<file path="config.mk">
export PLATFORM = sky130hd
export DESIGN_NAME = detector_fault_monitor_flat
export DESIGN_NICKNAME = d
export VERILOG_FILES = /design/src/hw/rtl/fdm_pkg.sv /design/src/hw/rtl/fdm_if.sv /design/src/hw/rtl/detector_fault_monitor.sv /design/src/flat_wrapper.sv
export SDC_FILE = /design/constraint.sdc
export NUM_CORES = 1
export LEC_CHECK = 0
export ABC_AREA = 1
export BUFFER_PORTS_ARGS = -buffer_cell sky130_fd_sc_hd__buf_2
export CELL_PAD_IN_SITES_DETAIL_PLACEMENT = 0
export CELL_PAD_IN_SITES_GLOBAL_PLACEMENT = 1
export CORE_MARGIN = 5
export CORE_UTILIZATION = 44
export CTS_CLUSTER_SIZE = 30
export DETAILED_ROUTE_END_ITERATION = 10
export PLACE_DENSITY = 0.73
export SYNTH_ARGS = -nofsm -noshare
export SYNTH_HDL_FRONTEND = slang
export SYNTH_SLANG_ARGS = --single-unit
</file>
<file path="constraint.sdc">
create_clock -name clk_i -period 5 [get_ports clk_i]
set_clock_uncertainty 0.1 [all_clocks]
set_input_delay 0 -clock clk_i [delete_from_list [all_inputs] [get_ports clk_i]]
set_output_delay 0 -clock clk_i [all_outputs]
set_load 0.05 [all_outputs]
</file>
<file path="src/hw/rtl/fdm_pkg.sv">
// Package for the detector fault monitor: item and result types, op codes,
// register indexes, sequencer states and counter limits. No dependencies.
package fdm_pkg;

  localparam int unsigned MaxChannels = 8;
  localparam int unsigned LimitW      = 8;
  localparam int unsigned CfgW        = MaxChannels * LimitW;
  localparam int unsigned AlarmW      = 3 * MaxChannels;
  localparam int unsigned DivW        = 6;

  localparam logic [15:0] CountMax   = 16'hffff;
  localparam logic [7:0]  ErraticMax = 8'hff;
  localparam logic [15:0] SecPerMin  = 16'd60;

  localparam int unsigned FlagIdle     = 0;
  localparam int unsigned FlagPresence = 1;
  localparam int unsigned FlagErratic  = 2;

  typedef enum logic {
    OP_TICK    = 1'b0,
    OP_ERRATIC = 1'b1
  } op_e;

  typedef enum logic [1:0] {
    REG_NO_ACTIVITY  = 2'd0,
    REG_MAX_PRESENCE = 2'd1,
    REG_ERRATIC      = 2'd2
  } reg_e;

  typedef enum logic [2:0] {
    ST_IDLE = 3'b001,
    ST_RUN  = 3'b010,
    ST_DONE = 3'b100
  } state_e;

  typedef struct packed {
    logic       op;
    logic [7:0] valid_mask;
    logic       door_edge;
    logic [2:0] channel;
  } item_t;

  typedef struct packed {
    logic [AlarmW-1:0] alarm_bits;
    logic              door_alarm;
  } result_t;

  typedef struct packed {
    logic [15:0] presence;
    logic [15:0] idle;
    logic [7:0]  erratic;
  } entry_t;

endpackage

</file>
<file path="src/hw/rtl/fdm_if.sv">
// Valid/ready channel interfaces for input and result transactions.
// Depends on fdm_pkg.
interface fdm_item_if;
  logic          valid;
  logic          ready;
  fdm_pkg::item_t data;

  modport source (output valid, output data, input ready);
  modport sink (input valid, input data, output ready);
endinterface

interface fdm_result_if;
  logic             valid;
  logic             ready;
  fdm_pkg::result_t data;

  modport source (output valid, output data, input ready);
  modport sink (input valid, input data, output ready);
endinterface

</file>
<file path="src/hw/rtl/detector_fault_monitor.sv">
// Detector fault monitor top level: per-channel counter memory, sequencer,
// alarm flags and result register. Depends on fdm_pkg and fdm_if.

// A tick transaction walks the channel counter memory one entry per cycle
// through a single read/modify/write port, from the accept through one write
// per entry to the result load; an erratic event updates only its own
// channel's entry, and one for a channel at or above CHANNELS goes straight
// to the result load. The result register lets the next transaction start
// while the previous result waits. Counters come out of reset cleared
// through per-entry valid bits, with no clearing pass.
module detector_fault_monitor #(
  parameter int unsigned CHANNELS        = 8,
  parameter int unsigned TICKS_PER_CHECK = 60
) (
  input  logic                      clk_i,
  input  logic                      rst_ni,
  input  logic                      cfg_we_i,
  input  logic [1:0]                cfg_idx_i,
  input  logic [fdm_pkg::CfgW-1:0]  cfg_data_i,
  fdm_item_if.sink                  item_i,
  fdm_result_if.source              result_o
);

  localparam int unsigned CW = (CHANNELS > 1) ? $clog2(CHANNELS) : 1;

  fdm_pkg::state_e state_q, state_d;

  logic [fdm_pkg::CfgW-1:0] na_lim_q, pr_lim_q, er_lim_q;
  logic [fdm_pkg::DivW-1:0] div_q, div_d, div_inc;

  logic            op_q;
  logic [7:0]      mask_q;
  logic            door_q;
  logic            check_q, check_d;
  logic [CW-1:0]   idx_q, idx_d;

  fdm_pkg::entry_t mem [CHANNELS];
  logic [CHANNELS-1:0] ent_vld_q;
  fdm_pkg::entry_t rd_data_q;
  logic            rd_vld_q;
  logic            rd_en;
  logic [CW-1:0]   rd_addr;
  logic            mem_we;
  logic            in_acc;
  logic            chan_ok;
  logic            out_load;

  fdm_pkg::entry_t cur, nxt;
  logic [2:0]      flags_new;
  logic [CHANNELS-1:0][2:0] flags_q;
  logic [fdm_pkg::LimitW-1:0] na_lim, pr_lim, er_lim;

  logic             out_valid_q;
  fdm_pkg::result_t out_data_q;
  logic [fdm_pkg::AlarmW-1:0] alarm;

  assign item_i.ready    = (state_q == fdm_pkg::ST_IDLE);
  assign in_acc          = item_i.valid && item_i.ready;
  assign chan_ok         = ({1'b0, item_i.data.channel} < 4'(CHANNELS));
  assign result_o.valid  = out_valid_q;
  assign result_o.data   = out_data_q;

  // Minute divider
  assign div_inc = div_q + fdm_pkg::DivW'(1);

  always_comb begin
    div_d   = div_q;
    check_d = check_q;
    if (in_acc && (item_i.data.op == fdm_pkg::OP_TICK)) begin
      check_d = (div_inc >= fdm_pkg::DivW'(TICKS_PER_CHECK));
      div_d   = check_d ? '0 : div_inc;
    end
  end

  // Sequencer
  always_comb begin
    state_d  = state_q;
    idx_d    = idx_q;
    rd_en    = 1'b0;
    rd_addr  = idx_q;
    mem_we   = 1'b0;
    out_load = 1'b0;
    case (state_q)
      fdm_pkg::ST_IDLE: begin
        if (in_acc) begin
          if (item_i.data.op == fdm_pkg::OP_TICK) begin
            idx_d   = '0;
            rd_en   = 1'b1;
            rd_addr = '0;
            state_d = fdm_pkg::ST_RUN;
          end else if (chan_ok) begin
            idx_d   = item_i.data.channel[CW-1:0];
            rd_en   = 1'b1;
            rd_addr = item_i.data.channel[CW-1:0];
            state_d = fdm_pkg::ST_RUN;
          end else begin
            state_d = fdm_pkg::ST_DONE;
          end
        end
      end
      fdm_pkg::ST_RUN: begin
        mem_we = 1'b1;
        if ((op_q == fdm_pkg::OP_TICK) && (idx_q != CW'(CHANNELS - 1))) begin
          idx_d   = idx_q + CW'(1);
          rd_en   = 1'b1;
          rd_addr = idx_q + CW'(1);
        end else begin
          state_d = fdm_pkg::ST_DONE;
        end
      end
      fdm_pkg::ST_DONE: begin
        if (!out_valid_q || result_o.ready) begin
          out_load = 1'b1;
          state_d  = fdm_pkg::ST_IDLE;
        end
      end
      default: state_d = fdm_pkg::ST_IDLE;
    endcase
  end

  // Entry update
  assign cur    = rd_vld_q ? rd_data_q : '0;
  assign na_lim = na_lim_q[8*idx_q +: 8];
  assign pr_lim = pr_lim_q[8*idx_q +: 8];
  assign er_lim = er_lim_q[8*idx_q +: 8];

  always_comb begin
    nxt       = cur;
    flags_new = flags_q[idx_q];
    if (op_q == fdm_pkg::OP_ERRATIC) begin
      if (cur.erratic != fdm_pkg::ErraticMax) nxt.erratic = cur.erratic + 8'd1;
    end else begin
      if (mask_q[idx_q]) begin
        if (cur.presence != fdm_pkg::CountMax) nxt.presence = cur.presence + 16'd1;
      end else begin
        if (cur.idle != fdm_pkg::CountMax) nxt.idle = cur.idle + 16'd1;
      end
      if (check_q) begin
        if (na_lim != '0) begin
          flags_new[fdm_pkg::FlagIdle] = (nxt.idle >= 16'(na_lim) * fdm_pkg::SecPerMin);
        end
        if (pr_lim != '0) begin
          flags_new[fdm_pkg::FlagPresence] =
            (nxt.presence >= 16'(pr_lim) * fdm_pkg::SecPerMin);
        end
        if (er_lim != '0) begin
          flags_new[fdm_pkg::FlagErratic] = (cur.erratic > er_lim);
        end
        nxt.erratic = '0;
      end
    end
  end

  always_comb begin
    alarm = '0;
    for (int c = 0; c < CHANNELS; c++) begin
      alarm[3*c +: 3] = flags_q[c];
    end
  end

  // Counter memory
  always_ff @(posedge clk_i) begin
    if (mem_we) begin
      mem[idx_q] <= nxt;
    end
    if (rd_en) begin
      rd_data_q <= mem[rd_addr];
    end
  end

  always_ff @(posedge clk_i or negedge rst_ni) begin
    if (!rst_ni) begin
      ent_vld_q <= '0;
      rd_vld_q  <= 1'b0;
    end else begin
      if (mem_we) ent_vld_q[idx_q] <= 1'b1;
      if (rd_en) rd_vld_q <= ent_vld_q[rd_addr];
    end
  end

  // Control and flags
  always_ff @(posedge clk_i or negedge rst_ni) begin
    if (!rst_ni) begin
      state_q     <= fdm_pkg::ST_IDLE;
      na_lim_q    <= '0;
      pr_lim_q    <= '0;
      er_lim_q    <= '0;
      div_q       <= '0;
      check_q     <= 1'b0;
      idx_q       <= '0;
      flags_q     <= '0;
      out_valid_q <= 1'b0;
    end else begin
      state_q <= state_d;
      div_q   <= div_d;
      check_q <= check_d;
      idx_q   <= idx_d;
      if (cfg_we_i) begin
        case (cfg_idx_i)
          fdm_pkg::REG_NO_ACTIVITY:  na_lim_q <= cfg_data_i;
          fdm_pkg::REG_MAX_PRESENCE: pr_lim_q <= cfg_data_i;
          fdm_pkg::REG_ERRATIC:      er_lim_q <= cfg_data_i;
          default: ;
        endcase
      end
      if (mem_we) flags_q[idx_q] <= flags_new;
      if (out_load) begin
        out_valid_q <= 1'b1;
      end else if (result_o.ready) begin
        out_valid_q <= 1'b0;
      end
    end
  end

  always_ff @(posedge clk_i) begin
    if (in_acc) begin
      op_q   <= item_i.data.op;
      mask_q <= item_i.data.valid_mask;
      door_q <= item_i.data.door_edge;
    end
    if (out_load) begin
      out_data_q.alarm_bits <= alarm;
      out_data_q.door_alarm <= (op_q == fdm_pkg::OP_TICK) ? door_q : 1'b0;
    end
  end

`ifndef SYNTHESIS
  a_div_range: assert property (@(posedge clk_i) disable iff (!rst_ni)
    div_q < fdm_pkg::DivW'(TICKS_PER_CHECK))
    else $error("minute divider out of range");

  a_wr_in_range: assert property (@(posedge clk_i) disable iff (!rst_ni)
    mem_we |-> ({1'b0, idx_q} < (CW + 1)'(CHANNELS)))
    else $error("counter write beyond last channel");

  a_busy_after_accept: assert property (@(posedge clk_i) disable iff (!rst_ni)
    in_acc |=> !item_i.ready)
    else $error("input ready right after a transaction");

  a_out_from_done: assert property (@(posedge clk_i) disable iff (!rst_ni)
    $rose(out_valid_q) |-> $past(state_q == fdm_pkg::ST_DONE))
    else $error("result valid without a finished transaction");
`endif

endmodule
</file>
<file path="src/flat_wrapper.sv">
// flat-port wrapper written by rule: the top's interface ports become plain ports
module detector_fault_monitor_flat 
#(
  parameter int unsigned CHANNELS        = 8,
  parameter int unsigned TICKS_PER_CHECK = 60
)
  (clk_i, rst_ni, cfg_we_i, cfg_idx_i, cfg_data_i, item_i_valid, item_i_data, item_i_ready, result_o_valid, result_o_data, result_o_ready);
  fdm_item_if item_i_i ();
  fdm_result_if result_o_i ();
  input  logic clk_i;
  input  logic rst_ni;
  input  logic cfg_we_i;
  input  logic [1:0] cfg_idx_i;
  input  logic [fdm_pkg::CfgW-1:0] cfg_data_i;
  input wire logic [$bits(item_i_i.valid)-1:0] item_i_valid;
  input wire logic [$bits(item_i_i.data)-1:0] item_i_data;
  output wire logic [$bits(item_i_i.ready)-1:0] item_i_ready;
  output wire logic [$bits(result_o_i.valid)-1:0] result_o_valid;
  output wire logic [$bits(result_o_i.data)-1:0] result_o_data;
  input wire logic [$bits(result_o_i.ready)-1:0] result_o_ready;
  assign item_i_i.valid = item_i_valid;
  assign item_i_i.data = item_i_data;
  assign item_i_ready = item_i_i.ready;
  assign result_o_valid = result_o_i.valid;
  assign result_o_data = result_o_i.data;
  assign result_o_i.ready = result_o_ready;
  detector_fault_monitor #(.CHANNELS(CHANNELS), .TICKS_PER_CHECK(TICKS_PER_CHECK)) u_core (.clk_i(clk_i), .rst_ni(rst_ni), .cfg_we_i(cfg_we_i), .cfg_idx_i(cfg_idx_i), .cfg_data_i(cfg_data_i), .item_i(item_i_i), .result_o(result_o_i));
endmodule
</file>
==> results.sh <==
export IMPL_status="complete, no violations"
export IMPL_tightest_slew_ns=1.22
export IMPL_setup_tns_ns=0
export IMPL_cp_slowest_stage_delay_ns=0.54
export IMPL_syn_to_final_growth_pct=21.4
export IMPL_drv_cap=0
export IMPL_dpl_hpwl_microns=53700
export IMPL_synth_distinct_cells=45
export IMPL_clock_sinks=634
export IMPL_seq_area_sq_um=17800
export IMPL_n_antenna_cell=0
export IMPL_multi_input_area_sq_um=10400
export IMPL_ys_top_cells_by_area="edfxtp_1 40%, dfrtp_1 20%, o21ai_0 8.5%"
export IMPL_io_pins=111
export IMPL_ir_drop_mv=0.794
export IMPL_yosysTopAreaCell="edfxtp_1"
export IMPL_synth_ff_type="edfxtp_1"
export IMPL_hold_worst_slack_ns=0.0373
export IMPL_setup_viol=0
export IMPL_start_kind="register"
export IMPL_rsz0062_at_grt="true"
export IMPL_critPathMaxFanout=8
export IMPL_final_area_sq_um=35700
export IMPL_syn_num_nets=3135
export IMPL_die_h_microns=268
export IMPL_antenna_found_initial=1
export IMPL_cp_data_arrival_time_ns=5.39
export IMPL_finalCritPeriodShare_pct=99.9
export IMPL_cts_tree="yes"
export IMPL_ys_warn_count=0
export IMPL_grt_overflow=0
export IMPL_die_w_microns=268
export IMPL_cts_max_path_buffers=3
export IMPL_num_rows=94
export IMPL_htree_num_levels=3
export IMPL_via_per_inst=5.41
export IMPL_synth_area_sq_um=29400
export IMPL_drt_iter0_drc=1876
export IMPL_nFillCells=5763
export IMPL_grt_max_degree=162
export IMPL_path_buf_inv=4
export IMPL_power_density_nw_per_um2=825
export IMPL_clk_pin_slew_worst_paths_ns=0.06
export IMPL_crit_type="register to register"
export IMPL_p_leak_uw=0.0150
export IMPL_track_usage_pct=23.3
export IMPL_placed_area_sq_um=31400
export IMPL_clock_fmax_ghz=0.200
export IMPL_wire_per_inst_microns=20.7
export IMPL_synth_async_sr_flop_share_pct=37.7
export IMPL_cts_inserted_buffers=70
export IMPL_grt_first_pass_wirelength_microns=130000
export IMPL_port_buffers=110
export IMPL_crit_path_end_kind="register"
export IMPL_slew_violations=0
export IMPL_synth_cells=2949
export IMPL_max_slew_margin_pct=18.4
export IMPL_nets=3415
export IMPL_core_area_sq_um=66000
export IMPL_routed_wl_microns=85800
export IMPL_syn_avg_cell_area_sq_um=9.96
export IMPL_hp_class="input pin to register"
export IMPL_clock_latency_ns=0.62
export IMPL_root_buffer="clkbuf_16"
export IMPL_hold_violations=0
export IMPL_cpMostUsedCell="nand2_1"
export IMPL_drc=0
export IMPL_cp_slowest_cell="dfrtp_4"
export IMPL_synth_seq_area_share_pct=60.7
export IMPL_critical_path_top_delay_family="adder cells"
export IMPL_drive_above_1_share_pct=16.0
export IMPL_dieArea_sq_um=72000
export IMPL_synth_top_area_share_pct=40.4
export IMPL_final_util_pct=54.1
export IMPL_cp_required_ns=5.40
export IMPL_vias=22400
export IMPL_postRouteAntennaNets=0
export IMPL_p_total_uw=29400
export IMPL_synth_edf_count=395
export IMPL_grt_pass1_vias=22000
export IMPL_dr_pass1_iters=7
export IMPL_min_period_ns=5.00
export IMPL_initial_core_util_pct=44.5
export IMPL_synth_seq_cells=634
export IMPL_gp_congestion=0.870
-- cell type report --
cell class,count,area share [%]
flip-flops and latches,634,50.0
clock inverters,41,1.31
well taps,864,3.03
inverters,251,2.70
repair buffers,355,8.51
multi-input cells,1917,29.2
clock buffers,86,5.25
-- kinds of logic after synthesis --
kind of cell               synth area share (%)
and+or+nand+nor                            15.0
AOI/OAI and AO/OA                          12.3
DFF                                        60.7
buffers and inverters                      5.49
adders and majority gates                  5.01
xor gates and xnor gates                   1.49
-- cells in the mapped netlist (all sizes together) (26+ instances only) --
master,number
nand4,27
nor2,415
nand2,570
ha,76
nand3,58
a21oi,33
edfxtp,395
fa,26
dfrtp,238
o21ai,522
clkbuf,97
o22ai,101
buf,50
inv,249
xor2,40
-- report_power, final --
part / switching (uW) / internal (uW) / leakage (uW)
registers: 505 / 6900 / 0.00665
clock network: 2200 / 3060 / 0.00112
logic: 9730 / 7030 / 0.00724
-- registers in the layout, indices dropped and copies added (netlist names) --
register	cells
u_core.result_o.valid	1
u_core.pr_lim_q	64
u_core.alarm	24
u_core.result_o.data	25
u_core.op_q	1
u_core.idx_q	3
u_core.div_q	6
u_core.state_q	3
u_core.ent_vld_q	8
u_core.mask_q	8
u_core.mem	320
u_core.check_q	1
u_core.door_q	1
u_core.na_lim_q	64
u_core.rd_data_q	40
u_core.er_lim_q	64
u_core.rd_vld_q	1
-- final timing paths --
kind                                          start                   to  slack [ns]  cells after the start
max in group asynchronous                    rst_ni     u_core.alarm[23]        3.66                      4
worst max register to register      u_core.idx_q[0]     u_core.alarm[19]       0.004                     25
min in group asynchronous                    rst_ni  u_core.na_lim_q[12]        0.49                      4
worst min-delay path                 item_i_data[4]     u_core.mask_q[0]        0.04                      2
worst min register to register  u_core.ent_vld_q[5]  u_core.ent_vld_q[5]        0.35                      2
worst max-delay path                u_core.idx_q[0]     u_core.alarm[19]       0.004                     25
-- placed cells by master, fill, tap and decap left out, types with 10 or more instances in the layout --
master         count
dfrtp_1          236
o21ai_1           38
clkbuf_16         76
o21ai_0          473
a21oi_1           21
nand3_1           39
o22ai_1           98
dlygate4sd3_1     95
buf_2            109
nand2_2           15
inv_1            222
buf_4            120
edfxtp_1         395
nand2_1          549
inv_2             24
nor3_1            11
fa_1              23
xor2_1            39
a21oi_2           10
nand4_1           27
clkbuf_1          11
o21ai_2           11
nor2_4            23
nand3_2           16
nor2_2            15
nor2_1           377
ha_1              70
-- through the flow --
stage               worst slack [ns]  std cells
floorplan                     0.0142       2949
global placement             -0.0124       3887
detailed placement           -0.0901       3887
CTS                          0.00266       4120
global route                  -0.179       4148
finish                       0.00376       4148
-- repair_timing --
item,4_1_cts,5_1_grt
pin swaps,11,45
hold buffers,96,0
endpoints found under the setup margin,16,16
buffers inserted,6,24
resized for setup,19,108
gates cloned,4,5
hold endpoints to repair,323,0
-- routing by layer --
layer	GRT usage [%]	wire, microns	up-vias
met5	0	0	-
met4	7.30	2450	0
met3	3.26	4620	123
met2	37.9	40300	678
met1	32.8	38400	11100
li1	-	-	10500
Note: power is estimated with default switching activity, not from simulation.
